**src/hdl/hcbd_pkg.sv**
```systemverilog
// shared types, constants and character helpers for the chunked body decoder
`timescale 1ns / 1ps

package hcbd_pkg;

    // longest size line, CR and LF not counted
    localparam logic [3:0] MAX_LINE_CHARS = 4'd8;

    // characters of the framing
    localparam logic [7:0] CHAR_CR  = 8'h0D;
    localparam logic [7:0] CHAR_LF  = 8'h0A;
    localparam logic [7:0] CHAR_SP  = 8'h20;
    localparam logic [7:0] CHAR_TAB = 8'h09;
    localparam logic [7:0] CHAR_VT  = 8'h0B;
    localparam logic [7:0] CHAR_FF  = 8'h0C;

    // result kinds
    localparam logic [1:0] KIND_FRAME = 2'd0;
    localparam logic [1:0] KIND_DATA  = 2'd1;
    localparam logic [1:0] KIND_END   = 2'd2;
    localparam logic [1:0] KIND_ERR   = 2'd3;

    // size value that marks saturation
    localparam logic [31:0] SIZE_SAT = 32'hFFFF_FFFF;

    typedef enum logic [6:0] {
        PH_LEAD   = 7'b0000001,
        PH_DIGITS = 7'b0000010,
        PH_DATA   = 7'b0000100,
        PH_CR     = 7'b0001000,
        PH_LF     = 7'b0010000,
        PH_END    = 7'b0100000,
        PH_ERR    = 7'b1000000
    } phase_t;

    typedef struct packed {
        phase_t      phase;
        logic [31:0] size_value;
        logic [3:0]  line_chars;
        logic        digits_ended;
        logic [31:0] bytes_left;
    } state_t;

    typedef struct packed {
        logic [1:0] kind;
        logic [7:0] payload;
        logic       chunk_last;
    } result_t;

    // true for a hex digit character
    function automatic logic hex_valid(input logic [7:0] c);
        return (c >= 8'h30 && c <= 8'h39) || (c >= 8'h61 && c <= 8'h66) ||
               (c >= 8'h41 && c <= 8'h46);
    endfunction

    // value of a hex digit character
    function automatic logic [3:0] hex_digit(input logic [7:0] c);
        logic [7:0] v;
        if (c >= 8'h30 && c <= 8'h39)
        begin
            v = c - 8'h30;
        end
        else if (c >= 8'h61 && c <= 8'h66)
        begin
            v = c - 8'h57;
        end
        else
        begin
            v = c - 8'h37;
        end
        return v[3:0];
    endfunction

    // leading white space of a size line
    function automatic logic is_blank(input logic [7:0] c);
        return c == CHAR_SP || c == CHAR_TAB || c == CHAR_VT || c == CHAR_FF;
    endfunction

endpackage

```
**src/hdl/hcbd_byte_if.sv**
```systemverilog
// valid/ready channel that carries one raw body byte
`timescale 1ns / 1ps

interface hcbd_byte_if;
    logic       valid;
    logic       ready;
    logic [7:0] in_byte;

    modport source (output valid, output in_byte, input ready);
    modport sink   (input valid, input in_byte, output ready);
endinterface

```
**src/hdl/hcbd_result_if.sv**
```systemverilog
// valid/ready channel that carries one decoder result
`timescale 1ns / 1ps

interface hcbd_result_if;
    logic       valid;
    logic       ready;
    logic [1:0] kind;
    logic [7:0] payload;
    logic       chunk_last;

    modport source (output valid, output kind, output payload, output chunk_last, input ready);
    modport sink   (input valid, input kind, input payload, input chunk_last, output ready);
endinterface

```
**src/hdl/hcbd_step.sv**
```systemverilog
// next-state and result logic for one body byte
`timescale 1ns / 1ps

module hcbd_step (
    input  hcbd_pkg::state_t  state,
    input  logic [7:0]        in_byte,
    output hcbd_pkg::state_t  state_next,
    output hcbd_pkg::result_t result
);

    logic [31:0] left_dec;

    // remaining count after this payload byte
    assign left_dec = (state.bytes_left != 32'd0) ? state.bytes_left - 32'd1 : 32'd0;

    always_comb
    begin
        state_next        = state;
        result.kind       = hcbd_pkg::KIND_FRAME;
        result.payload    = 8'd0;
        result.chunk_last = 1'b0;

        unique case (state.phase) inside
            hcbd_pkg::PH_LEAD,
            hcbd_pkg::PH_DIGITS:
            begin
                if (in_byte == hcbd_pkg::CHAR_CR)
                begin
                    // dropped
                end
                else if (in_byte == hcbd_pkg::CHAR_LF)
                begin
                    state_next.line_chars   = 4'd0;
                    state_next.digits_ended = 1'b0;
                    if (state.size_value == 32'd0)
                    begin
                        state_next.phase = hcbd_pkg::PH_END;
                        result.kind      = hcbd_pkg::KIND_END;
                    end
                    else
                    begin
                        state_next.bytes_left = state.size_value;
                        state_next.phase      = hcbd_pkg::PH_DATA;
                    end
                end
                else if (state.line_chars >= hcbd_pkg::MAX_LINE_CHARS)
                begin
                    state_next.phase = hcbd_pkg::PH_ERR;
                    result.kind      = hcbd_pkg::KIND_ERR;
                end
                else
                begin
                    state_next.line_chars = state.line_chars + 4'd1;
                    if (!state.digits_ended)
                    begin
                        if (hcbd_pkg::hex_valid(in_byte))
                        begin
                            // shift in a digit, saturate on overflow
                            if (state.size_value[31:28] != 4'd0)
                            begin
                                state_next.size_value = hcbd_pkg::SIZE_SAT;
                            end
                            else
                            begin
                                state_next.size_value = {state.size_value[27:0],
                                                         hcbd_pkg::hex_digit(in_byte)};
                            end
                            state_next.phase = hcbd_pkg::PH_DIGITS;
                        end
                        else if (!(state.phase == hcbd_pkg::PH_LEAD &&
                                   hcbd_pkg::is_blank(in_byte)))
                        begin
                            state_next.digits_ended = 1'b1;
                        end
                    end
                end
            end
            hcbd_pkg::PH_DATA:
            begin
                result.kind           = hcbd_pkg::KIND_DATA;
                result.payload        = in_byte;
                state_next.bytes_left = left_dec;
                if (left_dec == 32'd0)
                begin
                    result.chunk_last = 1'b1;
                    state_next.phase  = hcbd_pkg::PH_CR;
                end
            end
            hcbd_pkg::PH_CR:
            begin
                if (in_byte == hcbd_pkg::CHAR_CR)
                begin
                    state_next.phase = hcbd_pkg::PH_LF;
                end
                else
                begin
                    state_next.phase = hcbd_pkg::PH_ERR;
                    result.kind      = hcbd_pkg::KIND_ERR;
                end
            end
            hcbd_pkg::PH_LF:
            begin
                if (in_byte == hcbd_pkg::CHAR_LF)
                begin
                    // open the next size line
                    state_next.phase        = hcbd_pkg::PH_LEAD;
                    state_next.size_value   = 32'd0;
                    state_next.line_chars   = 4'd0;
                    state_next.digits_ended = 1'b0;
                end
                else
                begin
                    state_next.phase = hcbd_pkg::PH_ERR;
                    result.kind      = hcbd_pkg::KIND_ERR;
                end
            end
            hcbd_pkg::PH_END:
            begin
                result.kind = hcbd_pkg::KIND_END;
            end
            default:
            begin
                state_next.phase = hcbd_pkg::PH_ERR;
                result.kind      = hcbd_pkg::KIND_ERR;
            end
        endcase
    end

endmodule

```
**src/hdl/http_chunked_body_decoder.sv**
```systemverilog
// HTTP chunked body decoder: one raw byte in, one result out per transfer
// output: a result is registered and offered in the cycle after its byte transfer
// throughput: one byte per cycle unless result.ready stalls; results free as taken
// the decoder state registers close the only loop, updated once per byte
// reset: asynchronous, active low; clears the decoder to the first size line
// and empties the result register; no clearing pass
`timescale 1ns / 1ps

module http_chunked_body_decoder (
    input  logic           clk,
    input  logic           rst_n,
    hcbd_byte_if.sink      body,
    hcbd_result_if.source  result
);

    hcbd_pkg::state_t  state_reg;
    hcbd_pkg::state_t  state_next;
    hcbd_pkg::result_t res_reg;
    hcbd_pkg::result_t res_next;
    logic              out_valid_reg;
    logic              take;

    // accept while the result register is empty or being drained
    assign body.ready = !out_valid_reg || result.ready;
    assign take       = body.valid && body.ready;

    hcbd_step u_step (
        .state      (state_reg),
        .in_byte    (body.in_byte),
        .state_next (state_next),
        .result     (res_next)
    );

    // decoder state
    always_ff @(posedge clk or negedge rst_n)
    begin
        if (!rst_n)
        begin
            state_reg.phase        <= hcbd_pkg::PH_LEAD;
            state_reg.size_value   <= 32'd0;
            state_reg.line_chars   <= 4'd0;
            state_reg.digits_ended <= 1'b0;
            state_reg.bytes_left   <= 32'd0;
        end
        else if (take)
        begin
            state_reg <= state_next;
        end
    end

    // result valid flag
    always_ff @(posedge clk or negedge rst_n)
    begin
        if (!rst_n)
        begin
            out_valid_reg <= 1'b0;
        end
        else if (take)
        begin
            out_valid_reg <= 1'b1;
        end
        else if (result.ready)
        begin
            out_valid_reg <= 1'b0;
        end
    end

    // result payload
    always_ff @(posedge clk)
    begin
        if (take)
        begin
            res_reg <= res_next;
        end
    end

    assign result.valid      = out_valid_reg;
    assign result.kind       = res_reg.kind;
    assign result.payload    = res_reg.payload;
    assign result.chunk_last = res_reg.chunk_last;

endmodule
```
**src/flat_wrapper.sv**
```systemverilog
// flat-port wrapper written by rule: the top's interface ports become plain ports
module http_chunked_body_decoder_flat 
  (clk, rst_n, body_valid, body_in_byte, body_ready, result_valid, result_kind, result_payload, result_chunk_last, result_ready);
  hcbd_byte_if body_i ();
  hcbd_result_if result_i ();
  input  logic clk;
  input  logic rst_n;
  input wire logic [$bits(body_i.valid)-1:0] body_valid;
  input wire logic [$bits(body_i.in_byte)-1:0] body_in_byte;
  output wire logic [$bits(body_i.ready)-1:0] body_ready;
  output wire logic [$bits(result_i.valid)-1:0] result_valid;
  output wire logic [$bits(result_i.kind)-1:0] result_kind;
  output wire logic [$bits(result_i.payload)-1:0] result_payload;
  output wire logic [$bits(result_i.chunk_last)-1:0] result_chunk_last;
  input wire logic [$bits(result_i.ready)-1:0] result_ready;
  assign body_i.valid = body_valid;
  assign body_i.in_byte = body_in_byte;
  assign body_ready = body_i.ready;
  assign result_valid = result_i.valid;
  assign result_kind = result_i.kind;
  assign result_payload = result_i.payload;
  assign result_chunk_last = result_i.chunk_last;
  assign result_i.ready = result_ready;
  http_chunked_body_decoder u_core (.clk(clk), .rst_n(rst_n), .body(body_i), .result(result_i));
endmodule
```
**config.mk**
```make
export PLATFORM = sky130hd
export DESIGN_NAME = http_chunked_body_decoder_flat
export DESIGN_NICKNAME = d
export VERILOG_FILES = /design/src/hdl/hcbd_pkg.sv /design/src/hdl/hcbd_byte_if.sv /design/src/hdl/hcbd_result_if.sv /design/src/hdl/hcbd_step.sv /design/src/hdl/http_chunked_body_decoder.sv /design/src/flat_wrapper.sv
export SDC_FILE = /design/constraint.sdc
export NUM_CORES = 1
export LEC_CHECK = 0
export ABC_AREA = 1
export ABC_CLOCK_PERIOD_IN_PS = 2800
export BUFFER_PORTS_ARGS = -buffer_cell sky130_fd_sc_hd__buf_4
export CAP_MARGIN = 20
export CORE_MARGIN = 3
export CORE_UTILIZATION = 29
export CTS_BUF_LIST = sky130_fd_sc_hd__clkbuf_8 sky130_fd_sc_hd__clkbuf_16
export CTS_CLUSTER_SIZE = 8
export DETAILED_ROUTE_END_ITERATION = 8
export PLACE_DENSITY = 0.46
export SETUP_SLACK_MARGIN = 0.1
export SLEW_MARGIN = 20
export SYNTH_ARGS = -nofsm -noshare
export SYNTH_HDL_FRONTEND = slang
export SYNTH_SLANG_ARGS = --single-unit
```
**constraint.sdc**
```tcl
create_clock -name clk -period 2.8 [get_ports clk]
set_input_delay 0.28 -clock clk [delete_from_list [all_inputs] [get_ports clk]]
set_output_delay 0.28 -clock clk [all_outputs]
set_load 0.005 [all_outputs]
```
==> results of run 1 <==
critical path, cell delays in order, from the launching register on:
cell and delay, ns:
dfrtp_1 0.41, inv_1 0.12, ha_2 0.21, nand2_2 0.11, nor2_4 0.15, nand4_2 0.13, buf_6 0.22, nand3_1 0.20
nand2_1 0.09, nor4_2 0.43, nand3_1 0.17, nor2_2 0.19
what timing repair did:
item,CTS,global route
pin swaps,0,4
buffers inserted,0,4
setup endpoints to repair,1,20
hold endpoints to repair,35,0
hold buffers,1,0
gates resized for setup,1,14
path summary, 6_finish.rpt:
path,start,to,slack (ns)
min in group asynchronous,rst_n,u_core.state_reg[31]$_DFFE_PN0P_,0.45
setup / recovery,u_core.state_reg[0]$_DFFE_PN0P_,u_core.result.chunk_last$_SDFFCE_PN0P_,0.20
max in group asynchronous,rst_n,u_core.state_reg[41]$_DFFE_PN0P_,1.61
hold / removal,result_ready,u_core.result.valid$_DFFE_PN0P_,0.20
setup reg to reg,u_core.state_reg[0]$_DFFE_PN0P_,u_core.result.chunk_last$_SDFFCE_PN0P_,0.20
hold reg to reg,u_core.state_reg[69]$_DFFE_PN1P_,u_core.state_reg[69]$_DFFE_PN1P_,0.48
logic make-up after synthesis:
family	synth area share (%)
AND/OR/NAND/NOR	32.9
adder cells (fa/ha/maj)	1.76
buffers and inverters	8.08
flip-flops	39.7
XOR/XNOR	0.925
AO/OA/AOI/OAI	16.5
power groups by stage:
stage	Sequential [mW]	Combinational, mW	Clock, mW
2_1_floorplan	1.33	0.0497	0
3_3_place_gp	1.33	0.133	0
3_5_place_dp	1.33	0.131	0
4_1_cts	1.31	0.132	1.26
5_1_grt	1.31	0.147	1.30
6_report	1.31	0.128	1.21
synth_stat cells, types with 2 or more instances:
cell	n
nand2_1	210
o21ai_0	114
nor2_1	112
inv_1	77
dfrtp_1	76
nand3_1	56
a21oi_1	20
clkbuf_1	17
o211ai_1	16
edfxtp_1	11
nor4_1	10
a211oi_1	9
nand4_1	9
ha_1	8
nor3_1	8
nor2_4	6
nor2_2	5
o21a_1	5
xor2_1	5
buf_6	4
o21bai_1	4
buf_2	3
nand2_2	3
nand2_4	3
buf_1	2
inv_2	2
nand3_2	2
routing by layer:
| metal | vias up | wire length, um |
|---|---|---|
| li1 | 2764 | - |
| met4 | 0 | 325 |
| met3 | 19 | 566 |
| met1 | 2450 | 8350 |
| met5 | - | 0 |
| met2 | 89 | 7870 |
area by class of cell:
cell class,count,area [um2]
Clock inverter,7,58.8
Fill cell,2082,12300
Clock buffer,9,225
Timing Repair Buffer,58,445
Sequential cell,88,2260
Multi-Input combinational cell,614,3030
Inverter,80,304
Tap cell,260,325
==> results_dict.tcl, run 1 <==
set metrics [dict create \
    overflow 0 \
    p_int_mw 2.03 \
    worstMarginPinSlew_ns 0.563 \
    final_common_cell "nand2_1" \
    hp-class "input port to flip-flop" \
    core.rowCount 50 \
    setup_violations 0 \
    end_kind "flip-flop" \
    grt.met1_usage_pct 22.4 \
    antennaDiodeCount 0 \
    min_path_cells 4 \
    drc 0 \
    synth_top_area_cell "dfrtp_1" \
    dpl-instance-area_mm2 0.00626 \
    max_freq_mhz 385 \
    yosysUniqueCellTypes 41 \
    grt_start_max_net_pins 65 \
    power_frac_clock_pct 45.6 \
    grtUsageTotal_pct 16.5 \
    maxSlewViolCount 0 \
    via_per_inst 4.77 \
    cts_buffers 9 \
    utilization_pct 35.0 \
    pre_cts_slack_ns 0.0433 \
    layout-drive-gt1-share_pct 12.7 \
    syn_inst 811 \
    finalWirelength_um 17100 \
    place_congestion 0.826 \
    grt_busiest_layer "met2" \
    grt_antenna_before_repair 0 \
    start_util_pct 30.0 \
    ys_seq_area_share_pct 39.7 \
    min_period_ns 2.60 \
    synth_ff_type "dfrtp_1" \
    ys_warn_count 0 \
    power.share.sequential_pct 49.5 \
    most-common-layout-cells "208 x nand2_1, 114 x o21ai_0, 110 x nor2_1, 80 x inv_1, 76 x dfrtp_1" \
    final_antenna_net_count 0 \
    dieArea_mm2 0.0213 \
    met3_usage_pct 3.39 \
    drt_iter0_drc 313 \
    async_flop_share_pct 87.5 \
    switching_share_pct 23.3 \
    relSlewSlack_pct 62.1 \
    die_y_um 146 \
    fin_nets 871 \
    synth_nets 831 \
    synth-seq-cells 88 \
    crit_type "flip-flop to flip-flop" \
    finalWorstSetupSlack_ns 0.200 \
    grt_use_met2_pct 26.5 \
    power_switching_mw 0.615 \
    grt_pass1_wl_um 28000 \
    fin_skew_ns 0.00957 \
    synth_edf_count 11 \
    fin_crit_sh_pct 92.9 \
    syn2layout_area_growth_pct 16.9 \
    hold_violations 0 \
    crit_fanout 24 \
    synthTopCellsByArea "dfrtp_1 33%, nand2_1 14%, o21ai_0 10%" \
    r2r_cells 11 \
    top_level_ports 25 \
    syn_area_mm2 0.00568 \
    h-tree-depth 3 \
    wire_per_inst_um 15.3 \
    grt_setup_unrepaired "no" \
    clk_latency_ns 0.35 \
    maxCapViolations 0 \
    crit_arrival_ns 2.79 \
    clockBufferDepth 2 \
    p_comb_share_pct 4.9 \
    port_buffers 24 \
    synth_top_area_share_pct 33.5 \
    worst_hold_slack_ns 0.202 \
    final_cells 1116 \
    grt_pass1_vias 5264 \
    coreArea_mm2 0.0190 \
    power_mw 2.64 \
    p_leak_nw 2.95 \
    critical_path_required_ns 2.99 \
    vdd_drop_max_mv 0.351 \
    start_kind "flip-flop" \
    dpl.cell_count 1095 \
    cts_tree "yes" \
    dr.pass1.iters 5 \
    largest_register_ffs 76 \
    outcome "finished clean" \
    design_area_mm2 0.00664 \
    cts.sinks 88 \
    clkTransAtPathRegs_ns 0.07 \
    cts_root_buf "clkbuf_16" \
    vias 5322 \
    power_density_mw_per_mm2 398 \
    syn_avg_cell_area_um2 7.01 \
    dpl.hpwl_um 12900 \
    timing.setup.tns_ns 0 \
    dieWidth_um 146 \
]
(Power assumes the default switching activity.)
==> inputs of run 2 (changes only) <==
--- a/config.mk
+++ b/config.mk
@@ -11,7 +11,6 @@
 export CAP_MARGIN = 20
 export CORE_MARGIN = 3
 export CORE_UTILIZATION = 29
-export CTS_BUF_LIST = sky130_fd_sc_hd__clkbuf_8 sky130_fd_sc_hd__clkbuf_16
 export CTS_CLUSTER_SIZE = 8
 export DETAILED_ROUTE_END_ITERATION = 8
 export PLACE_DENSITY = 0.46
==> run 2 against run 1 <==
Compared with the run above:
- highest routed layer unchanged
- critical path type unchanged
- largest power group unchanged
- routed wire length up 0.42%
- first-iteration DRC count rose by 3.8%
- clock skew fell by 0.00052 ns
- final area did not move
==> results_dict.tcl, run 2 (synthesis gave the netlist of run 1 again) <==
set metrics [dict create \
    outcome "finished clean" \
    maxCapViolations 0 \
    drc 0 \
    hold_violations 0 \
    grt_start_max_net_pins 65 \
    start_util_pct 30.0 \
    drt_iter0_drc 325 \
    power.share.sequential_pct 49.3 \
    core.rowCount 50 \
    r2r-start "u_core.state_reg[29]$_DFFE_PN0P_" \
    start_kind "flip-flop" \
    p_leak_nw 2.93 \
    reg2reg_slack_ns 0.21 \
    grt_antenna_before_repair 0 \
    port_buffers 24 \
    crit_arrival_ns 2.79 \
    grt_pass1_wl_um 28000 \
    highest_layer "met4" \
    cts_buffers 9 \
    cts_tree "yes" \
    clkTransAtPathRegs_ns 0.07 \
    relSlewSlack_pct 62.1 \
    vias 5326 \
    largest_register_ffs 76 \
    min_period_ns 2.59 \
    r2r_cells 10 \
    switching_share_pct 23.2 \
    layout-drive-gt1-share_pct 12.7 \
    worstMarginPinSlew_ns 0.563 \
    antennaDiodeCount 0 \
    hp-class "input port to flip-flop" \
    final_common_cell "nand2_1" \
    timing.setup.tns_ns 0 \
    cts_root_buf "clkbuf_16" \
    reg2reg_to "u_core.result.chunk_last$_SDFFCE_PN0P_" \
    end_kind "flip-flop" \
    met3_length_um 592 \
    cts.sinks 88 \
    dpl.hpwl_um 12900 \
    power_switching_mw 0.615 \
    finalWirelength_um 17200 \
    via_per_inst 4.77 \
    maxSlewViolCount 0 \
    final_antenna_net_count 0 \
    syn2layout_area_growth_pct 16.9 \
    crit_fanout 24 \
    wire_per_inst_um 15.4 \
    grt_setup_unrepaired "no" \
    clk_latency_ns 0.35 \
    dr.pass1.iters 7 \
    coreArea_mm2 0.0190 \
    power_frac_clock_pct 45.8 \
    utilization_pct 35.0 \
    setup_violations 0 \
    p_comb_share_pct 4.8 \
    dieArea_mm2 0.0213 \
    power_density_mw_per_mm2 399 \
    drt-met1-wl_um 8360 \
    h-tree-depth 3 \
    cp-startpoint "u_core.state_reg[29]$_DFFE_PN0P_" \
    fin_skew_ns 0.00905 \
    dieWidth_um 146 \
    fin_crit_sh_pct 92.6 \
    max_freq_mhz 386 \
    p_int_mw 2.04 \
    most-common-layout-cells "208 x nand2_1, 114 x o21ai_0, 110 x nor2_1, 77 x inv_1, 76 x dfrtp_1" \
    vdd_drop_max_mv 0.349 \
    fin_nets 871 \
    critical_path_required_ns 2.99 \
    grt_pass1_vias 5258 \
    clockBufferDepth 2 \
    die_y_um 146 \
    top_level_ports 25 \
    grtUsageTotal_pct 16.5 \
    place_congestion 0.826 \
    crit_type "flip-flop to flip-flop" \
    wl_met2_um 7900 \
    crit_path_end "u_core.result.chunk_last$_SDFFCE_PN0P_" \
    overflow 0 \
]
run 2: final cells by class:
type | count | area (um2)
fill | 2082 | 12300
multi-input combinational | 614 | 3030
sequential | 88 | 2260
timing repair buffer | 58 | 445
tap | 260 | 325
inverter | 80 | 304
clock buffer | 12 | 236
clock inverter | 4 | 47.5
run 2: worst min path at each step:
stage	startpoint	end	slack (ns)	cells past startpoint
after CTS	result_ready	u_core.result.valid$_DFFE_PN0P_	0.19	4
after detailed placement	rst_n	u_core.state_reg[31]$_DFFE_PN0P_	0.29	1
after floorplan	rst_n	u_core.result.valid$_DFFE_PN0P_	-0.02	0
after global routing	body_valid	u_core.result.valid$_DFFE_PN0P_	0.24	3
after global placement	rst_n	u_core.state_reg[31]$_DFFE_PN0P_	0.30	1
final	result_ready	u_core.result.valid$_DFFE_PN0P_	0.20	4
run 2: power by group through the flow:
stage	clock, mW	combinational (mW)	sequential [mW]
after floorplan	0	0.0497	1.33
after global placement	0	0.133	1.33
after detailed placement	0	0.131	1.33
after CTS	1.27	0.132	1.31
after global routing	1.31	0.147	1.31
final	1.22	0.129	1.31
run 2: per-stage QoR:
stage	setup WS [ns]	power, mW	cells	hold slack, ns	instance area, um2
floorplan	0.709	1.38	811	-0.0156	5680
global placement	0.0367	1.47	1095	0.304	6260
detailed placement	0.0433	1.46	1095	0.294	6260
CTS	0.167	2.71	1112	0.186	6560
global route	0.0901	2.77	1116	0.236	6640
finish	0.206	2.65	1116	0.202	6640
run 2: critical path, stage by stage (launching register included):
cell     delay, ns
dfrtp_1       0.44
nor2_1        0.18
nand3_1       0.09
nor2_1        0.27
nand4_2       0.15
buf_6         0.23
nand3_1       0.20
nand2_1       0.09
nor4_2        0.43
nand3_1       0.17
nor2_2        0.19
run 2: timing repair:
action | in CTS | in global routing
buffers inserted | 0 | 4
endpoints found under the setup margin | 1 | 20
pin swaps | 0 | 4
hold buffers | 1 | 0
endpoints found under the hold margin | 35 | 0
resized for setup | 1 | 14
run 2: layer usage:
layer | global-route usage (%) | up-vias
li1 | - | 2758
met1 | 22.4 | 2458
met2 | 26.5 | 91
met3 | 3.39 | 19
met4 | 5.08 | 0
met5 | 0 | -
